--- src/hdl/tnqp_pkg.sv ---
`timescale 1ns / 1ps
// ----------------------------------------------------------------------------
// Tone note queue player package
// Shared widths, command codes and the classified command type passed from
// the front end to the note player.
// ----------------------------------------------------------------------------
package tnqp_pkg;

  localparam int DEFAULT_QUEUE_DEPTH = 32;
  localparam int CMDQ_DEPTH          = 2;

  localparam int CMD_W       = 2;
  localparam int FREQ_W      = 16;
  localparam int DUR_W       = 16;
  localparam int COUNT_OUT_W = 6;
  localparam int NOTE_W      = FREQ_W + DUR_W;
  localparam int TIME_W      = DUR_W + 5;

  localparam logic [CMD_W-1:0] CMD_TICK  = 2'd0;
  localparam logic [CMD_W-1:0] CMD_PUSH  = 2'd1;
  localparam logic [CMD_W-1:0] CMD_CLEAR = 2'd2;

  localparam logic [DUR_W-1:0] ELAPSED_MAX = '1;

  typedef enum logic [1:0] {
    OP_TICK,
    OP_PUSH,
    OP_CLEAR,
    OP_NOP
  } op_t;

  typedef struct packed {
    op_t               op;
    logic [FREQ_W-1:0] freq;
    logic [DUR_W-1:0]  dur;
  } cmd_t;

endpackage

--- src/hdl/tnqp_front.sv ---
`timescale 1ns / 1ps
// ----------------------------------------------------------------------------
// Tone note queue player front end
// Accepts items, decodes the command code and holds them in a short queue
// until the note player takes them.
// ----------------------------------------------------------------------------
module tnqp_front
  import tnqp_pkg::*;
(
  input  logic              clk,
  input  logic              rst,
  input  logic              cmd_valid,
  output logic              cmd_ready,
  input  logic [CMD_W-1:0]  command,
  input  logic [FREQ_W-1:0] note_freq,
  input  logic [DUR_W-1:0]  note_duration,
  output logic              q_valid,
  output cmd_t              q_cmd,
  input  logic              q_pop
);

  localparam int PTR_W = $clog2(CMDQ_DEPTH);
  localparam int CNT_W = $clog2(CMDQ_DEPTH + 1);

  cmd_t             slots [CMDQ_DEPTH];
  cmd_t             decoded;
  logic [PTR_W-1:0] wr_ptr;
  logic [PTR_W-1:0] rd_ptr;
  logic [CNT_W-1:0] fill;
  logic             push;

  always_comb begin
    decoded.freq = note_freq;
    decoded.dur  = note_duration;
    case (command)
      CMD_TICK:  decoded.op = OP_TICK;
      CMD_PUSH:  decoded.op = OP_PUSH;
      CMD_CLEAR: decoded.op = OP_CLEAR;
      default:   decoded.op = OP_NOP;
    endcase
  end

  assign cmd_ready = (fill != CNT_W'(CMDQ_DEPTH));
  assign push      = cmd_valid && cmd_ready;
  assign q_valid   = (fill != '0);
  assign q_cmd     = slots[rd_ptr];

  always_ff @(posedge clk) begin
    if (rst) begin
      wr_ptr <= '0;
      rd_ptr <= '0;
      fill   <= '0;
    end else begin
      if (push) begin
        wr_ptr <= wr_ptr + PTR_W'(1);
      end
      if (q_pop) begin
        rd_ptr <= rd_ptr + PTR_W'(1);
      end
      case ({push, q_pop})
        2'b10:   fill <= fill + CNT_W'(1);
        2'b01:   fill <= fill - CNT_W'(1);
        default: fill <= fill;
      endcase
    end
  end

  always_ff @(posedge clk) begin
    if (push) begin
      slots[wr_ptr] <= decoded;
    end
  end

endmodule

--- src/hdl/tnqp_back.sv ---
`timescale 1ns / 1ps
// ----------------------------------------------------------------------------
// Tone note queue player back end
// Holds the note memory and the playing note, carries out one command at a
// time and registers the result for the output channel.
// ----------------------------------------------------------------------------
module tnqp_back
  import tnqp_pkg::*;
#(
  parameter int QUEUE_DEPTH = DEFAULT_QUEUE_DEPTH
)
(
  input  logic                   clk,
  input  logic                   rst,
  input  logic                   q_valid,
  input  cmd_t                   q_cmd,
  output logic                   q_pop,
  output logic                   res_valid,
  input  logic                   res_ready,
  output logic [FREQ_W-1:0]      tone_freq,
  output logic                   note_active,
  output logic [COUNT_OUT_W-1:0] queue_count,
  output logic                   push_dropped
);

  localparam int IDX_W = $clog2(QUEUE_DEPTH);
  localparam int CNT_W = $clog2(QUEUE_DEPTH + 1);

  typedef enum logic [1:0] {
    S_IDLE = 2'b01,
    S_LOAD = 2'b10
  } state_t;

  state_t              state, state_next;
  logic [NOTE_W-1:0]   mem [QUEUE_DEPTH];
  logic [NOTE_W-1:0]   rd_data;
  logic [IDX_W-1:0]    head, head_next, head_inc, tail;
  logic [IDX_W:0]      tail_sum;
  logic [CNT_W-1:0]    total, total_next;
  logic                active, active_next;
  logic [DUR_W-1:0]    elapsed, elapsed_next, e_inc;
  logic [FREQ_W-1:0]   driven, driven_next;
  logic [DUR_W-1:0]    cur_dur, cur_dur_next;
  logic [TIME_W-1:0]   nine_dur, nine_dur_next, ten_e;
  logic                dropped_next;
  logic                res_load;
  logic                mem_we;
  logic                slot_free;
  logic [CNT_W+COUNT_OUT_W-1:0] total_ext;

  assign slot_free = !res_valid || res_ready;
  assign e_inc     = (elapsed != ELAPSED_MAX) ? elapsed + DUR_W'(1) : elapsed;
  assign ten_e     = TIME_W'({e_inc, 3'b000}) + TIME_W'({e_inc, 1'b0}) + TIME_W'(10);
  assign head_inc  = (head == IDX_W'(QUEUE_DEPTH - 1)) ? '0 : head + IDX_W'(1);
  assign tail_sum  = (IDX_W+1)'(head) + (IDX_W+1)'(total);
  assign tail      = (tail_sum >= (IDX_W+1)'(QUEUE_DEPTH)) ?
                     IDX_W'(tail_sum - (IDX_W+1)'(QUEUE_DEPTH)) : tail_sum[IDX_W-1:0];
  assign total_ext = {{COUNT_OUT_W{1'b0}}, total_next};

  always_comb begin
    state_next    = state;
    head_next     = head;
    total_next    = total;
    active_next   = active;
    elapsed_next  = elapsed;
    driven_next   = driven;
    cur_dur_next  = cur_dur;
    nine_dur_next = nine_dur;
    dropped_next  = 1'b0;
    res_load      = 1'b0;
    mem_we        = 1'b0;
    q_pop         = 1'b0;
    case (state)
      S_IDLE: begin
        if (q_valid && slot_free) begin
          q_pop = 1'b1;
          case (q_cmd.op)
            OP_TICK: begin
              if (!active) begin
                if (total != '0) begin
                  state_next = S_LOAD;
                end else begin
                  res_load = 1'b1;
                end
              end else begin
                res_load     = 1'b1;
                elapsed_next = e_inc;
                if (ten_e > nine_dur) begin
                  driven_next = '0;
                end
                if (e_inc >= cur_dur) begin
                  head_next   = head_inc;
                  active_next = 1'b0;
                  if (total != '0) begin
                    total_next = total - CNT_W'(1);
                  end
                end
              end
            end
            OP_PUSH: begin
              res_load = 1'b1;
              if (total >= CNT_W'(QUEUE_DEPTH)) begin
                dropped_next = 1'b1;
              end else begin
                mem_we     = 1'b1;
                total_next = total + CNT_W'(1);
              end
            end
            OP_CLEAR: begin
              res_load     = 1'b1;
              head_next    = '0;
              total_next   = '0;
              active_next  = 1'b0;
              elapsed_next = '0;
              driven_next  = '0;
            end
            default: begin
              res_load = 1'b1;
            end
          endcase
        end
      end
      S_LOAD: begin
        res_load      = 1'b1;
        state_next    = S_IDLE;
        active_next   = 1'b1;
        elapsed_next  = '0;
        driven_next   = rd_data[FREQ_W-1:0];
        cur_dur_next  = rd_data[NOTE_W-1:FREQ_W];
        nine_dur_next = TIME_W'({rd_data[NOTE_W-1:FREQ_W], 3'b000}) +
                        TIME_W'(rd_data[NOTE_W-1:FREQ_W]);
      end
      default: begin
        state_next = S_IDLE;
      end
    endcase
  end

  always_ff @(posedge clk) begin
    if (rst) begin
      state     <= S_IDLE;
      head      <= '0;
      total     <= '0;
      active    <= 1'b0;
      elapsed   <= '0;
      driven    <= '0;
      cur_dur   <= '0;
      nine_dur  <= '0;
      res_valid <= 1'b0;
    end else begin
      state    <= state_next;
      head     <= head_next;
      total    <= total_next;
      active   <= active_next;
      elapsed  <= elapsed_next;
      driven   <= driven_next;
      cur_dur  <= cur_dur_next;
      nine_dur <= nine_dur_next;
      if (res_load) begin
        res_valid <= 1'b1;
      end else if (res_ready) begin
        res_valid <= 1'b0;
      end
    end
  end

  always_ff @(posedge clk) begin
    if (res_load) begin
      tone_freq    <= driven_next;
      note_active  <= active_next;
      queue_count  <= total_ext[COUNT_OUT_W-1:0];
      push_dropped <= dropped_next;
    end
  end

  always_ff @(posedge clk) begin
    if (mem_we) begin
      mem[tail] <= {q_cmd.dur, q_cmd.freq};
    end
    rd_data <= mem[head];
  end

endmodule

--- src/hdl/tone_note_queue_player_top.sv ---
`timescale 1ns / 1ps
// ----------------------------------------------------------------------------
// Tone note queue player
// Buzzer note sequencer fed from a queue of notes.
//
// Input channel (cmd_valid/cmd_ready): command 0 is a one-millisecond tick,
// 1 pushes note_freq/note_duration into the note queue, 2 clears the queue
// and silences the tone, 3 does nothing. Every item gives exactly one result
// on the output channel (res_valid/res_ready): the tone frequency now driven,
// whether a note is being timed, the queue count and a dropped-push flag.
// Results are registered after the command queue; a tick that starts a new
// note also waits on the note memory read of the head entry. The player takes
// one item per cycle while the result slot is free and no note is loading.
// A two-entry command queue keeps accepting while a result waits; when the
// receiver stalls the result is held and, once the command queue is full,
// cmd_ready drops. Reset empties both queues, stops the note and silences
// the tone; the note memory itself is not cleared.
// ----------------------------------------------------------------------------
module tone_note_queue_player_top
  import tnqp_pkg::*;
#(
  parameter int QUEUE_DEPTH = DEFAULT_QUEUE_DEPTH
)
(
  input  logic                   clk,
  input  logic                   rst,
  input  logic                   cmd_valid,
  output logic                   cmd_ready,
  input  logic [CMD_W-1:0]       command,
  input  logic [FREQ_W-1:0]      note_freq,
  input  logic [DUR_W-1:0]       note_duration,
  output logic                   res_valid,
  input  logic                   res_ready,
  output logic [FREQ_W-1:0]      tone_freq,
  output logic                   note_active,
  output logic [COUNT_OUT_W-1:0] queue_count,
  output logic                   push_dropped
);

  logic q_valid;
  logic q_pop;
  cmd_t q_cmd;

  tnqp_front u_front (
    .clk           (clk),
    .rst           (rst),
    .cmd_valid     (cmd_valid),
    .cmd_ready     (cmd_ready),
    .command       (command),
    .note_freq     (note_freq),
    .note_duration (note_duration),
    .q_valid       (q_valid),
    .q_cmd         (q_cmd),
    .q_pop         (q_pop)
  );

  tnqp_back #(
    .QUEUE_DEPTH (QUEUE_DEPTH)
  ) u_back (
    .clk          (clk),
    .rst          (rst),
    .q_valid      (q_valid),
    .q_cmd        (q_cmd),
    .q_pop        (q_pop),
    .res_valid    (res_valid),
    .res_ready    (res_ready),
    .tone_freq    (tone_freq),
    .note_active  (note_active),
    .queue_count  (queue_count),
    .push_dropped (push_dropped)
  );

endmodule

--- config.mk ---
export PLATFORM = sky130hd
export DESIGN_NAME = tone_note_queue_player_top
export DESIGN_NICKNAME = d
export VERILOG_FILES = /design/src/hdl/tnqp_pkg.sv /design/src/hdl/tnqp_front.sv /design/src/hdl/tnqp_back.sv /design/src/hdl/tone_note_queue_player_top.sv
export SDC_FILE = /design/constraint.sdc
export NUM_CORES = 1
export LEC_CHECK = 0
export BUFFER_PORTS_ARGS = -buffer_cell sky130_fd_sc_hd__buf_2
export CAP_MARGIN = 20
export CORE_MARGIN = 2
export CORE_UTILIZATION = 30
export CTS_BUF_LIST = sky130_fd_sc_hd__clkbuf_4 sky130_fd_sc_hd__clkbuf_8
export CTS_CLUSTER_SIZE = 25
export DETAILED_ROUTE_END_ITERATION = 8
export GPL_TIMING_DRIVEN = 0
export PLACE_DENSITY = 0.52
export REMOVE_ABC_BUFFERS = 1
export SLEW_MARGIN = 20
export SYNTH_ARGS = -nofsm -noshare
export SYNTH_HDL_FRONTEND = slang
export SYNTH_HIERARCHICAL = 1
export SYNTH_SLANG_ARGS = --single-unit
--- constraint.sdc ---
create_clock -name clk -period 7.68 [get_ports clk]
set_input_delay 0.768 -clock clk [delete_from_list [all_inputs] [get_ports clk]]
set_output_delay 0.768 -clock clk [all_outputs]
set_load 0.02 [all_outputs]
==> out/metrics.yaml, run 1 <==
status: "complete, no violations"
cts_hold_buf: 31
core_area_um2: 163000
area.growth.synth_to_final_pct: 19.5
drv_cap: 0
grt_pass1_wl_mm: 183
synth_edf_count: 1116
power_density_nw_per_um2: 275
dr.pass1.iters: 6
crit_chain: "ha_1 > and2_1 > and4_2 > a21o_1 > nor2_1 > and3_2 > xor2_1 > ha_1 > ha_1 > a21oi_1 > nor2b_1 > a41oi_1 > o21ai_0 > o41a_1 > a41o_1 > o41ai_1 > o21ai_0 > ha_1 > a2111oi_0 > o2111a_2 > nand4_1 > nand2_1"
tightest_slew_ns: 0.970
viasPerCell: 5.04
overflow: 0
grt_max_degree: 50
slowest_stage: "o2111a_2"
die-width_um: 410
yosys-top-cells-area: "edfxtp_1 68%, mux4_2 15%, dfxtp_1 4.7%"
cts_tree: "built"
synth.top_cell.area_share_pct: 67.9
cts_sinks: 1233
hpwl_mm: 83.4
nFillCells: 14900
yosysWarnings: 6
critPathCapture: "u_back/tone_freq[12]$_DFFE_PP_"
max_stage_delay_ns: 0.84
finClkSkew_ns: 0.0611
clk_latency_ns: 0.92
dp_slack_ns: 0.766
syn_avg_cell_area_um2: 19.6
fin_nets: 2915
drive_gt1_share_pct: 32.0
crit_path_start_kind: "flip-flop"
grt_usage_pct: 15.1
mostFrequentLayoutCell: "edfxtp_1"
cts.path.max_buffers: 3
seqCellArea_um2: 35900
hold_viol: 0
ff2ff_path_depth: 22
cp-startpoint: "u_back/elapsed[0]$_SDFFE_PP0P_"
async_flop_share_pct: 0
period_share_pct: 90.5
wl_mm: 128
drc_errors: 0
clk_pin_slew_ns: 0.06
die-area_um2: 168000
start_util_pct: 30.3
io_pins: 64
p_leak_nw: 18.6
endpoint_kind: "flip-flop"
die_h_um: 410
place.gp.congestion: 0.789
slew_viol_final: 0
max_freq_ghz: 0.144
layout_min_cycle_time_ns: 6.95
synth-main-ff-cell: "edfxtp_1"
ctsHtreeMaxLevel: 4
cts_resized: 0
peakVddDrop_mv: 0.155
rsz0062_at_grt: "no"
syn_area_um2: 49400
final_core_util_pct: 36.2
path_common_cell: "ha_1"
mostFrequentLayoutCells: "1116 x edfxtp_1, 320 x mux4_2, 197 x clkbuf_8"
num_vias: 25800
multi_input_area_um2: 13100
hp-class: "in2reg"
antenna_left: 0
ys_seq_area_share_pct: 72.6
syn_inst: 2516
fin_tns_setup_ns: 0
dr.first_iter.drc_count: 2292
rows: 148
worstPathRequired_ns: 8.42
crit_type: "reg2reg"
max-slew-margin-rel_pct: 35.2
first_global_vias: 26100
cts_setup_buffers: 0
worstReg2RegEnd: "u_back/tone_freq[12]$_DFFE_PP_"
rrSetupSlack_ns: 0.73
rr_startpoint: "u_back/elapsed[0]$_SDFFE_PP0P_"
root_buffer: "clkbuf_8"
arrival_ns: 7.69
antenna_found_initial: 3
finalSetupViolations: 0
final.setup.worst_slack_ns: 0.730
post_drt_wl_per_cell_um: 24.9
cts_buffers: 195
numPortBuffers: 63
synth_top_cell_by_area: "edfxtp_1"
path_max_fanout: 16
ys_ff_latch: 1233
yosysUniqueCellTypes: 71
metal layers:
layer,share of wire (%),global-route usage (%),vias up,routed length (um)
met5,0,0,-,0
met4,2.1,4.58,0,2660
met3,5.9,2.53,191,7520
met2,47,23.7,972,60200
met1,45,21.3,13700,57300
li1,-,-,10900,-
flip-flops by register name (all words and copies together), names as in the netlist, named ones only:
register	flops
u_back/active	1
u_back/cur_dur	16
u_back/driven	16
u_back/elapsed	16
u_back/head	5
u_back/mem	1024
u_back/nine_dur	17
u_back/note_active	1
u_back/push_dropped	1
u_back/queue_count	6
u_back/rd_data	32
u_back/res_valid	1
u_back/state	2
u_back/tone_freq	16
u_back/total	6
u_front/fill	2
u_front/rd_ptr	1
u_front/slots	68
u_front/wr_ptr	1
synth_stat cells, drive strengths merged (6+ instances only):
library cell / instances
edfxtp: 1116
mux4: 320
nor2: 124
dfxtp: 117
clkbuf: 83
ha: 83
mux2: 68
a21oi: 65
nand2: 61
inv: 60
buf: 35
o21ai: 35
xnor2: 31
nor3: 29
mux2i: 28
nand4: 27
nand3: 24
a21o: 20
xor2: 19
a32oi: 18
nor2b: 13
a22oi: 12
nand2b: 12
or3: 9
and3: 8
a211oi: 7
and2: 7
or2: 7
a31oi: 6
critical path: cells and delay by family (launching register included):
family          cells  cell delay (ns)
fa+ha+maj           4             1.14
simple gates        7             1.47
xor+xnor            1             0.36
flops               1             0.40
compound gates     10             3.43
final cells by class:
class	count	area share, %
sequential	1233	60.8
inverter	60	0.386
clock buffer	281	5.67
multi-input combinational	1105	22.2
tap	2175	4.61
clock inverter	75	0.891
antenna	1	0.00424
timing repair buffer	197	5.37
metrics by stage:
stage	power (mW)	instances	hold slack, ns	cell area [um^2]
after floorplan	10.3	2398	0.426	48900
after global placement	11.2	4636	0.451	52000
after detailed placement	10.9	4739	0.449	54800
after CTS	16.5	5126	0.0161	59000
after global routing	16.9	5127	0.0847	59000
final	16.2	5127	0.165	59000
cell families after synthesis:
logic type,after synthesis,synth area share [%]
mux,416,16.7
flops,1233,72.6
xor+xnor,50,0.887
compound gates,205,2.76
buf+inv,178,1.38
simple gates,349,3.47
fa+ha+maj,85,2.18
where the power goes:
part	switching (mW)	internal (mW)	total [mW]
sequential	0.124	7.97	8.09
clock	2.61	2.90	5.51
combinational	1.55	1.08	2.63
total	4.29	11.9	16.2
how the worst min path moves through the flow:
stage / cells after the start / slack [ns] / start / to
final: 1 / 0.16 / note_duration[6] / u_front/slots[1][6]$_DFFE_PP_
after global routing: 1 / 0.08 / note_duration[6] / u_front/slots[0][6]$_DFFE_PP_
after CTS: 1 / 0.02 / note_duration[6] / u_front/slots[1][6]$_DFFE_PP_
after detailed placement: 2 / 0.45 / u_back/nine_dur[19]$_SDFFE_PP0N_ / u_back/nine_dur[19]$_SDFFE_PP0N_
after global placement: 2 / 0.45 / u_back/nine_dur[19]$_SDFFE_PP0N_ / u_back/nine_dur[19]$_SDFFE_PP0N_
after floorplan: 2 / 0.43 / u_back/nine_dur[19]$_SDFFE_PP0N_ / u_back/nine_dur[19]$_SDFFE_PP0N_
(Power assumes the default switching activity.)
==> run 2: changes to the inputs <==
--- a/config.mk
+++ b/config.mk
@@ -5,6 +5,7 @@
 export SDC_FILE = /design/constraint.sdc
 export NUM_CORES = 1
 export LEC_CHECK = 0
+export ABC_AREA = 1
 export BUFFER_PORTS_ARGS = -buffer_cell sky130_fd_sc_hd__buf_2
 export CAP_MARGIN = 20
 export CORE_MARGIN = 2
==> out/metrics.yaml, run 2 <==
min_path_cells: 1
top_register: "u_back/mem"
synth_edf_count: 1116
crit_path_start_kind: "flip-flop"
yosysUniqueCellTypes: 52
top_regs: "u_back/mem x1024, u_front/slots x68, u_back/rd_data x32"
endpoint_kind: "flip-flop"
ff2ff_path_depth: 37
peakVddDrop_mv: 0.262
dp_slack_ns: 0.650
grt_usage_pct: 16.4
crit_type: "reg2reg"
numPortBuffers: 63
hp-class: "in2reg"
slew_viol_final: 0
drv_cap: 0
layout_min_cycle_time_ns: 7.05
cts_sinks: 1233
root_buffer: "clkbuf_8"
clk_pin_slew_ns: 0.07
clk_latency_ns: 0.91
wl_mm: 145
core_area_um2: 167000
worstPathRequired_ns: 8.50
finalSetupViolations: 0
ctsHtreeMaxLevel: 4
num_vias: 33300
overflow: 0
cts_tree: "built"
rsz0062_at_grt: "no"
synthTopCellsByCount: "1116 x edfxtp_1, 702 x nor2_1, 692 x o21ai_0, 208 x clkbuf_1, 183 x inv_1"
max-slew-margin-rel_pct: 25.4
antenna_found_initial: 2
slowest_stage: "nand3_1"
ys_ff_latch: 1233
syn_inst: 4059
yosysMostFrequentCell: "edfxtp_1"
largest_register_ffs: 1024
tightest_slew_ns: 1.12
path_max_fanout: 16
cts_setup_buffers: 0
cts_resized: 0
post_drt_wl_per_cell_um: 22.0
final.setup.worst_slack_ns: 0.630
yosys-top-cells-area: "edfxtp_1 66%, o21ai_0 6.9%, nor2_1 5.2%"
async_flop_share_pct: 0
mostFrequentLayoutCells: "1116 x edfxtp_1, 692 x o21ai_0, 668 x nor2_1"
status: "complete, no violations"
viasPerCell: 5.06
hpwl_mm: 87.3
dr.first_iter.drc_count: 2976
ys_seq_area_share_pct: 71.0
rows: 150
max_stage_delay_ns: 0.70
dr.pass1.iters: 7
area.growth.synth_to_final_pct: 18.6
max_freq_ghz: 0.142
yosysWarnings: 6
mostFrequentLayoutCell: "edfxtp_1"
start_util_pct: 30.2
antenna_left: 0
grt_pass1_wl_mm: 212
grt_max_degree: 121
drive_gt1_share_pct: 14.3
hold_viol: 0
synth.top_cell.area_share_pct: 66.3
syn_avg_cell_area_um2: 12.4
drc_errors: 0
synth-main-ff-cell: "edfxtp_1"
path_common_cell: "nand2_1"
fin_nets: 4330
cts_buffers: 198
period_share_pct: 91.8
die-area_um2: 172000
die-width_um: 414
place.gp.congestion: 0.769
syn_area_um2: 50500
synth_top_cell_by_area: "edfxtp_1"
arrival_ns: 7.87
rrSetupSlack_ns: 0.63
fin_tns_setup_ns: 0
io_pins: 64
cts.path.max_buffers: 3
die_h_um: 414
finClkSkew_ns: 0.0564
first_global_vias: 31800
p_leak_nw: 20.3
power_density_nw_per_um2: 326
run 2: changes by cell type after synthesis, sizes merged, moves of 105 or more:
cell,before,now
nand3,24,129
nor2,124,704
o22ai,3,128
inv,60,186
clkbuf,83,208
nand2,61,190
o21ai,35,696
mux4,320,0
o221ai,0,129
run 2: worst paths after layout:
| path | start | to |
|---|---|---|
| setup / recovery | u_back/elapsed[0]$_SDFFE_PP0P_ | u_back/driven[9]$_SDFF_PP0_ |
| hold / removal | command[0] | u_front/slots[1][32]$_DFFE_PP_ |
| setup reg to reg | u_back/elapsed[0]$_SDFFE_PP0P_ | u_back/driven[9]$_SDFF_PP0_ |
| hold reg to reg | u_back/nine_dur[19]$_SDFFE_PP0N_ | u_back/nine_dur[19]$_SDFFE_PP0N_ |
run 2: cell families (layout without fill, tap and decap cells):
kind of cell | after synthesis | in the layout | share of synthesized area, %
AO/OA/AOI/OAI | 1147 | 1147 | 13.0
XOR/XNOR | 39 | 39 | 0.676
adder cells (fa/ha/maj) | 85 | 85 | 2.13
buffers and inverters | 437 | 752 | 3.39
flip-flops | 1233 | 1233 | 71.0
multiplexers | 34 | 34 | 0.981
other | 0 | 2 | 0
AND/OR/NAND/NOR | 1084 | 1084 | 8.87
run 2: per-stage QoR:
step | total power, mW | utilization [%] | hold WS (ns) | cells | cell area, um^2
2_1_floorplan | 12.0 | - | 0.435 | 3810 | 49500
3_3_place_gp | 13.5 | 31.4 | 0.458 | 6077 | 52600
3_5_place_dp | 13.8 | 33.2 | 0.460 | 6180 | 55400
4_1_cts | 19.7 | 35.8 | 0.0387 | 6578 | 59900
5_1_grt | 20.6 | 35.8 | 0.0713 | 6580 | 59900
6_report | 19.5 | 35.8 | 0.127 | 6580 | 59900
run 2: per-layer routing:
metal | track usage [%] | share of wire (%) | vias to the layer above
li1 | - | - | 15300
met1 | 22.4 | 45 | 16700
met2 | 26.6 | 47 | 1020
met3 | 2.75 | 5.9 | 251
met4 | 5.36 | 2.5 | 0
met5 | 0 | 0 | -
run 2: repair_timing:
item / in CTS / in global routing
hold buffers: 31 / 0
endpoints found under the setup margin: 0 / 0
endpoints found under the hold margin: 62 / 0
run 2: power by group:
group / switching [mW] / internal [mW] / total (mW) / leakage (nW)
Combinational: 3.52 / 1.59 / 5.11 / 7.09
Sequential: 0.297 / 8.26 / 8.56 / 11.0
Clock: 2.67 / 3.18 / 5.85 / 2.20
run 2: area by class of cell:
cell class                 count  area, um^2
antenna                        2        5.00
tap                         2204        2760
clock inverter                72         527
fill                       16100      107000
timing repair buffer         197        3160
inverter                     188         734
sequential                  1233       35900
multi-input combinational   2389       13200
clock buffer                 295        3600
run 2: worst max-delay path, delay by kind of cell (launching register included):
| family | cells | cell delay (ns) |
|---|---|---|
| xor gates and xnor gates | 1 | 0.25 |
| DFF | 1 | 0.39 |
| adders and majority gates | 4 | 1.20 |
| and+or+nand+nor | 26 | 4.05 |
| buffers and inverters | 1 | 0.13 |
| AOI/OAI and AO/OA | 5 | 0.96 |
